## src/hw/rtl/psa_pkg.sv

```systemverilog
// Shared constants, codes and types of the palette slot allocator.
`timescale 1ns / 1ps
`default_nettype none
package psa_pkg;

	localparam int SLOT_COUNT      = 256;
	localparam int FIRST_USER_SLOT = 16;
	localparam int USABLE_SLOTS    = (SLOT_COUNT < 256) ? SLOT_COUNT : 256;
	localparam int IDX_W           = (USABLE_SLOTS > 1) ? $clog2(USABLE_SLOTS) : 1;
	localparam int SLOT_W          = 8;
	localparam int COMP_W          = 8;
	localparam int COLOUR_W        = 3 * COMP_W;
	localparam int SCALED_W        = 10;

	// c * 1000 / 255 is computed as (c * SCALE_MUL) >> SCALE_SHIFT, exact for 8-bit c.
	localparam int SCALE_SHIFT = 26;
	localparam longint SCALE_MUL = 64'd263173000;
	localparam int SCALE_PROD_W = 37;

	localparam int IN_DATA_W  = 32;
	localparam int IN_USER_W  = 2;
	localparam int OUT_DATA_W = 72;
	localparam int OUT_USER_W = 4;

	typedef enum logic [1:0] {
		OP_ALLOC = 2'd0,
		OP_FREE  = 2'd1,
		OP_READ  = 2'd2,
		OP_CLEAR = 2'd3
	} op_t;

	typedef enum logic [3:0] {
		STAT_NEW        = 4'd0,
		STAT_REUSED     = 4'd1,
		STAT_FULL       = 4'd2,
		STAT_UNINIT     = 4'd3,
		STAT_FREED      = 4'd4,
		STAT_IGNORED    = 4'd5,
		STAT_READ_HIT   = 4'd6,
		STAT_READ_EMPTY = 4'd7,
		STAT_CLEARED    = 4'd8
	} status_t;

	typedef enum logic [2:0] {
		FSM_IDLE = 3'd0,
		FSM_SCAN = 3'd1,
		FSM_READ = 3'd2,
		FSM_FREE = 3'd3,
		FSM_WIPE = 3'd4,
		FSM_EMIT = 3'd5
	} fsm_t;

	typedef struct packed {
		status_t               status;
		logic [SLOT_W-1:0]     result_slot;
		logic [COLOUR_W-1:0]   read_colour;
		logic                  program_valid;
		logic [SLOT_W-1:0]     program_slot;
		logic                  program_scaled;
	} res_t;

endpackage
`default_nettype wire

```

## src/hw/rtl/psa_scale.sv

```systemverilog
// Scales the three 8-bit colour components to the range 0..1000.
`timescale 1ns / 1ps
`default_nettype none
module psa_scale (
	input  wire logic [psa_pkg::COLOUR_W-1:0] colour,
	output logic      [psa_pkg::SCALED_W-1:0] scaled_red,
	output logic      [psa_pkg::SCALED_W-1:0] scaled_green,
	output logic      [psa_pkg::SCALED_W-1:0] scaled_blue
);
	import psa_pkg::*;

	logic [SCALE_PROD_W-1:0] prod_red;
	logic [SCALE_PROD_W-1:0] prod_green;
	logic [SCALE_PROD_W-1:0] prod_blue;

	assign prod_red   = SCALE_PROD_W'(colour[3*COMP_W-1:2*COMP_W]) * SCALE_PROD_W'(SCALE_MUL);
	assign prod_green = SCALE_PROD_W'(colour[2*COMP_W-1:COMP_W]) * SCALE_PROD_W'(SCALE_MUL);
	assign prod_blue  = SCALE_PROD_W'(colour[COMP_W-1:0]) * SCALE_PROD_W'(SCALE_MUL);

	assign scaled_red   = prod_red[SCALE_SHIFT+SCALED_W-1:SCALE_SHIFT];
	assign scaled_green = prod_green[SCALE_SHIFT+SCALED_W-1:SCALE_SHIFT];
	assign scaled_blue  = prod_blue[SCALE_SHIFT+SCALED_W-1:SCALE_SHIFT];

endmodule
`default_nettype wire

```

## config.mk

```make
export PLATFORM = sky130hd
export DESIGN_NAME = psa_scale
export DESIGN_NICKNAME = d
export VERILOG_FILES = /design/src/hw/rtl/psa_pkg.sv /design/src/hw/rtl/psa_scale.sv
export SDC_FILE = /design/constraint.sdc
export NUM_CORES = 1
export LEC_CHECK = 0
export BUFFER_PORTS_ARGS = -buffer_cell sky130_fd_sc_hd__buf_2
export CORE_UTILIZATION = 40
export DETAILED_ROUTE_END_ITERATION = 10
export PLACE_DENSITY = 0.53
export SLEW_MARGIN = 20
export SYNTH_ARGS = -nofsm -noshare
export SYNTH_HDL_FRONTEND = slang
export SYNTH_SLANG_ARGS = --single-unit
```

## constraint.sdc

```tcl
create_clock -name vclk -period 5.2
set_input_delay 0.26 -clock vclk [all_inputs]
set_output_delay 0.26 -clock vclk [all_outputs]
set_load 0.02 [all_outputs]
```

==> impl_metrics.json, run 1 <==
{
  "totalNegativeSetupSlack_ns": 0,
  "cp_data_required_time_ns": 4.94,
  "dp_hpwl_um": 19300,
  "synth.distinct_cells": 51,
  "critPathCaptureType": "primary output",
  "worst-path-buf-inv": 6,
  "synth-seq-area-share": 0,
  "clock_power_share": 0,
  "first_pass_drt_iterations": 4,
  "power.switching_w": 0.00353,
  "crit_path_start_kind": "primary input",
  "layout-drive-gt1-share": 0.106,
  "tightestPinTransition_ns": 0.519,
  "cts.hold.buffers_added": 0,
  "final-setup-viol-count": 0,
  "synth_top_area_share": 0.389,
  "syn_nets": 1350,
  "num-clock-buffers": 0,
  "cpMaxStageDelayCell": "sky130_fd_sc_hd__fa_1",
  "route.detailed.drc": 0,
  "max_freq_mhz": 198,
  "powerDensity_nw_per_um2": 609,
  "die-height_um": 150,
  "hold_violations": 0,
  "grt_util_all_layers": 0.198,
  "seq_power_share": 0,
  "multiInputGateArea_um2": 7680,
  "layout.core_utilization": 0.458,
  "critPathTopFamily": "adder cells",
  "total_core_area_um2": 21300,
  "routedWlPerCell_um": 15.5,
  "drtAntennaViolNets": 0,
  "path_cells": "buf_2 -> fa_1 -> inv_1 -> fa_1 -> inv_1 -> fa_1 -> inv_1 -> fa_1 -> inv_1 -> ha_1 -> a21oi_1 -> o22ai_1 -> a211oi_2 -> nand3b_1 -> o211a_1 -> or4b_1 -> o211a_1 -> buf_2",
  "fin_crit_ns": 5.04,
  "detailroute.via_count": 6585,
  "drv_cap": 0,
  "synth_top_cell_by_area": "sky130_fd_sc_hd__fa_1",
  "final_min_period_over_clock_period": 0.969,
  "totalWireLength_um": 20700,
  "p_leak_nw": 5.60,
  "rsz_0062_raised_after_global_routing": "true",
  "avgViaCountPerCell": 4.93,
  "antenna_cells": 0,
  "cp_slowest_stage_delay_ns": 0.56,
  "first_iter_violations": 226,
  "post_synth.cell_area_avg_um2": 9.03,
  "yosys-top-cells-area": "sky130_fd_sc_hd__fa_1 (39%), sky130_fd_sc_hd__ha_1 (26%), sky130_fd_sc_hd__inv_1 (13%)",
  "die_ar_um2": 22600,
  "arrival_ns": 4.78,
  "die_x_um": 150,
  "nNetsFinal": 1440,
  "total_congestion_overflow_after_global_routing": 0,
  "layout_common_cells": "sky130_fd_sc_hd__inv_1 (309), sky130_fd_sc_hd__ha_1 (181), sky130_fd_sc_hd__fa_1 (171), sky130_fd_sc_hd__buf_2 (52), sky130_fd_sc_hd__a21oi_1 (50)",
  "io_pins": 54,
  "timing.hold.worst.class": "in -> out",
  "grt_start_max_net_pins": 9,
  "synth_area_um2": 8790,
  "cell_internal_pwr_w": 0.00240,
  "final_max_slew_viol_count": 0,
  "netlist_instances": 974,
  "run_status": "complete, no violations",
  "max_slew_margin": 0.650,
  "final.fill_count": 2136,
  "grt_first_pass_wirelength_um": 34900,
  "swShare": 0.595,
  "num_rows": 53,
  "antenna_found_initial": 0,
  "vdd_ir_drop_max_v": 0.000524,
  "comb_power_share": 1.000,
  "nFlopsAndLatches": 0,
  "start_util": 0.413,
  "layout_commonest_cell": "sky130_fd_sc_hd__inv_1",
  "syn_to_final_growth_pct": 10.8,
  "regArea_um2": 0,
  "synth.yosys.warnings": 0,
  "worst-setup-path-type": "in -> out",
  "cp_max_fo": 4,
  "routabilityCongestion": 0.907,
  "placement.io_buffers": 54,
  "vias_in_the_first_global_route": 6956
}
-- repair_timing --
item                       CTS  global route
setup buffers                0             0
setup endpoints to repair    2            12
resized for setup            2            17
pin swaps                    0             5
-- per-stage QoR --
stage | power, W | worst slack [ns] | hold WS [ns] | instance area (µm²) | instances
global route | 0.00672 | -0.0890 | 1.43 | 9740 | 1337
global placement | 0.00586 | 0.0452 | 1.37 | 9680 | 1337
finish | 0.00593 | 0.162 | 1.38 | 9740 | 1337
detailed placement | 0.00584 | -0.0332 | 1.38 | 9680 | 1337
CTS | 0.00590 | 0.0232 | 1.38 | 9680 | 1337
floorplan | 0.00415 | 0.202 | 0.943 | 8790 | 974
-- synth_stat cells, types with 6 or more instances --
master                     count
sky130_fd_sc_hd__nand2_1      30
sky130_fd_sc_hd__xor2_1       11
sky130_fd_sc_hd__and3_1        7
sky130_fd_sc_hd__a21oi_1      51
sky130_fd_sc_hd__a31oi_1       6
sky130_fd_sc_hd__xnor2_1      19
sky130_fd_sc_hd__o21bai_1      7
sky130_fd_sc_hd__ha_1        181
sky130_fd_sc_hd__o21ai_0      19
sky130_fd_sc_hd__a211o_1       6
sky130_fd_sc_hd__nand4_1       7
sky130_fd_sc_hd__inv_1       310
sky130_fd_sc_hd__nand3_1      16
sky130_fd_sc_hd__a21o_1       30
sky130_fd_sc_hd__nor2_1       25
sky130_fd_sc_hd__nor3_1        8
sky130_fd_sc_hd__fa_1        171
-- worst paths after layout --
check | from | endpoint | depth (start not counted)
hold / removal | colour[7] | scaled_blue[9] | 6
setup / recovery | colour[13] | scaled_green[8] | 18
-- kinds of logic (layout without fill, tap and decap cells) --
group,count (synthesis),in the layout,synth area share
AND/OR/NAND/NOR,122,122,0.0713
AO/OA/AOI/OAI,152,152,0.113
multiplexers,5,5,0.00583
XOR/XNOR,30,30,0.0299
adder cells (fa/ha/maj),352,352,0.647
buffers and inverters,313,401,0.134
-- routing by layer --
metal	global-route usage	up-vias	wire (µm)
li1	-	3254	-
met1	0.286	3229	9980
met2	0.343	92	9880
met3	0.00364	10	598
met4	0.0157	0	204
met5	0	-	0
-- area by class of cell --
cell class / instances / share of cell area
multi-input combinational: 661 / 0.789
inverter: 310 / 0.119
timing repair buffer: 91 / 0.0568
tap: 275 / 0.0353
-- power groups by stage --
stage          Clock (W)  Combinational [W]  Sequential (W)
2_1_floorplan          0            0.00415               0
3_3_place_gp           0            0.00586               0
3_5_place_dp           0            0.00584               0
4_1_cts                0            0.00590               0
5_1_grt                0            0.00672               0
6_report               0            0.00593               0
Power figures use the tool's default switching activity.
==> inputs of run 2 (changes only) <==
==> constraint.sdc (replaced) <==
create_clock -name vclk -period 5.6
set_input_delay 0.28 -clock vclk [all_inputs]
set_output_delay 0.28 -clock vclk [all_outputs]
set_load 0.02 [all_outputs]
==> impl_metrics.json, run 2 (same netlist as run 1, synthesis figures left out) <==
{
  "antenna_cells": 0,
  "layout_commonest_cell": "sky130_fd_sc_hd__inv_1",
  "cp_data_required_time_ns": 5.32,
  "post-route-cell-area_um2": 9520,
  "placed_cell_area_um2": 9510,
  "total_core_area_um2": 21300,
  "final_min_period_over_clock_period": 0.948,
  "detailroute.via_count": 6446,
  "start_util": 0.413,
  "die_x_um": 150,
  "met1_length_um": 9950,
  "placement.io_buffers": 54,
  "drv_cap": 0,
  "cpMaxStageDelayCell": "sky130_fd_sc_hd__fa_1",
  "max_freq_mhz": 188,
  "grt_start_max_net_pins": 9,
  "io_pins": 54,
  "totalNegativeSetupSlack_ns": 0,
  "nFlopsAndLatches": 0,
  "whs_ns": 1.36,
  "final_max_slew_viol_count": 0,
  "total_congestion_overflow_after_global_routing": 0,
  "path_cells": "buf_2 -> fa_1 -> inv_1 -> fa_1 -> inv_1 -> fa_1 -> inv_1 -> fa_1 -> inv_1 -> ha_1 -> a21oi_1 -> o21a_1 -> nor2_1 -> o21ai_0 -> o211ai_1 -> buf_4 -> a2111o_1 -> o311ai_0 -> buf_2",
  "syn_to_final_growth_pct": 8.29,
  "dr.max_layer_used": "met4",
  "fin_crit_ns": 5.31,
  "route.detailed.drc": 0,
  "crit_path_start_kind": "primary input",
  "regArea_um2": 0,
  "layout-drive-gt1-share": 0.0779,
  "nNetsFinal": 1418,
  "hold_violations": 0,
  "totalWireLength_um": 20300,
  "dp_hpwl_um": 18900,
  "grt_util_all_layers": 0.197,
  "first_iter_violations": 171,
  "avgViaCountPerCell": 4.90,
  "cp_max_fo": 5,
  "worst-path-buf-inv": 7,
  "layout_common_cells": "sky130_fd_sc_hd__inv_1 (310), sky130_fd_sc_hd__ha_1 (181), sky130_fd_sc_hd__fa_1 (170), sky130_fd_sc_hd__buf_2 (54), sky130_fd_sc_hd__a21oi_1 (51)",
  "drtAntennaViolNets": 0,
  "tightestPinTransition_ns": 0.566,
  "routedWlPerCell_um": 15.4,
  "vias_in_the_first_global_route": 6824,
  "dp_slack_ns": 0.181,
  "num-clock-buffers": 0,
  "cp_slowest_stage_delay_ns": 0.65,
  "cts.hold.buffers_added": 0,
  "rsz_0062_raised_after_global_routing": "false",
  "critPathTopFamily": "adder cells",
  "run_status": "complete, no violations",
  "layout.core_utilization": 0.447,
  "die-height_um": 150,
  "max_slew_margin": 0.619,
  "powerDensity_nw_per_um2": 561,
  "grt_first_pass_wirelength_um": 34800,
  "first_pass_drt_iterations": 4,
  "worst-setup-path-type": "in -> out",
  "p_leak_nw": 5.47,
  "wl_met3_um": 601,
  "vdd_ir_drop_max_v": 0.000544,
  "dr_wl_met2_um": 9600,
  "routabilityCongestion": 0.851,
  "arrival_ns": 5.03,
  "timing.hold.worst.class": "in -> out",
  "antenna_found_initial": 0,
  "critPathCaptureType": "primary output",
  "final_critical_path_setup_slack_ns": 0.289,
  "die_ar_um2": 22600,
  "num_rows": 53,
  "final-setup-viol-count": 0
}
## run 2: cell types whose count changed in the layout (fill, tap and decap cells not counted), sizes merged
cell,previous run,this run
buf,91,69
## run 2: area by class of cell
type | count | area [µm²]
multi-input cells | 661 | 7630
well taps | 275 | 344
fillers | 2154 | 11800
inverters | 310 | 1160
repair buffers | 69 | 383
## run 2: tightest hold or removal path, stage by stage
cell and delay (ns):
sky130_fd_sc_hd__buf_2 0.17, sky130_fd_sc_hd__ha_1 0.27, sky130_fd_sc_hd__xnor2_1 0.15, sky130_fd_sc_hd__xnor2_1 0.06, sky130_fd_sc_hd__buf_2 0.15
## run 2: what timing repair did
action | in CTS | in global routing
endpoints found under the setup margin | 0 | 2
gates resized for setup | 0 | 3
buffers inserted | 0 | 0
## run 2: through the flow
step / cells / total power, W
2_1_floorplan: 974 / 0.00385
3_3_place_gp: 1315 / 0.00536
3_5_place_dp: 1315 / 0.00534
4_1_cts: 1315 / 0.00538
5_1_grt: 1315 / 0.00607
6_report: 1315 / 0.00534
## run 2: final timing paths
path	startpoint	end	slack [ns]	cells after the start
setup / recovery	colour[2]	scaled_blue[7]	0.29	19
hold / removal	colour[7]	scaled_blue[9]	1.36	5
## run 2: report_power, final
part / switching [W] / internal [W]
clock: 0 / 0
combinational: 0.00322 / 0.00212
sequential: 0 / 0
total: 0.00322 / 0.00212
## run 2: routing by layer
metal  vias up  GRT usage
met4         0     0.0152
met1      3119      0.287
li1       3220          -
met5         -          0
met3        11    0.00697
met2        96      0.338
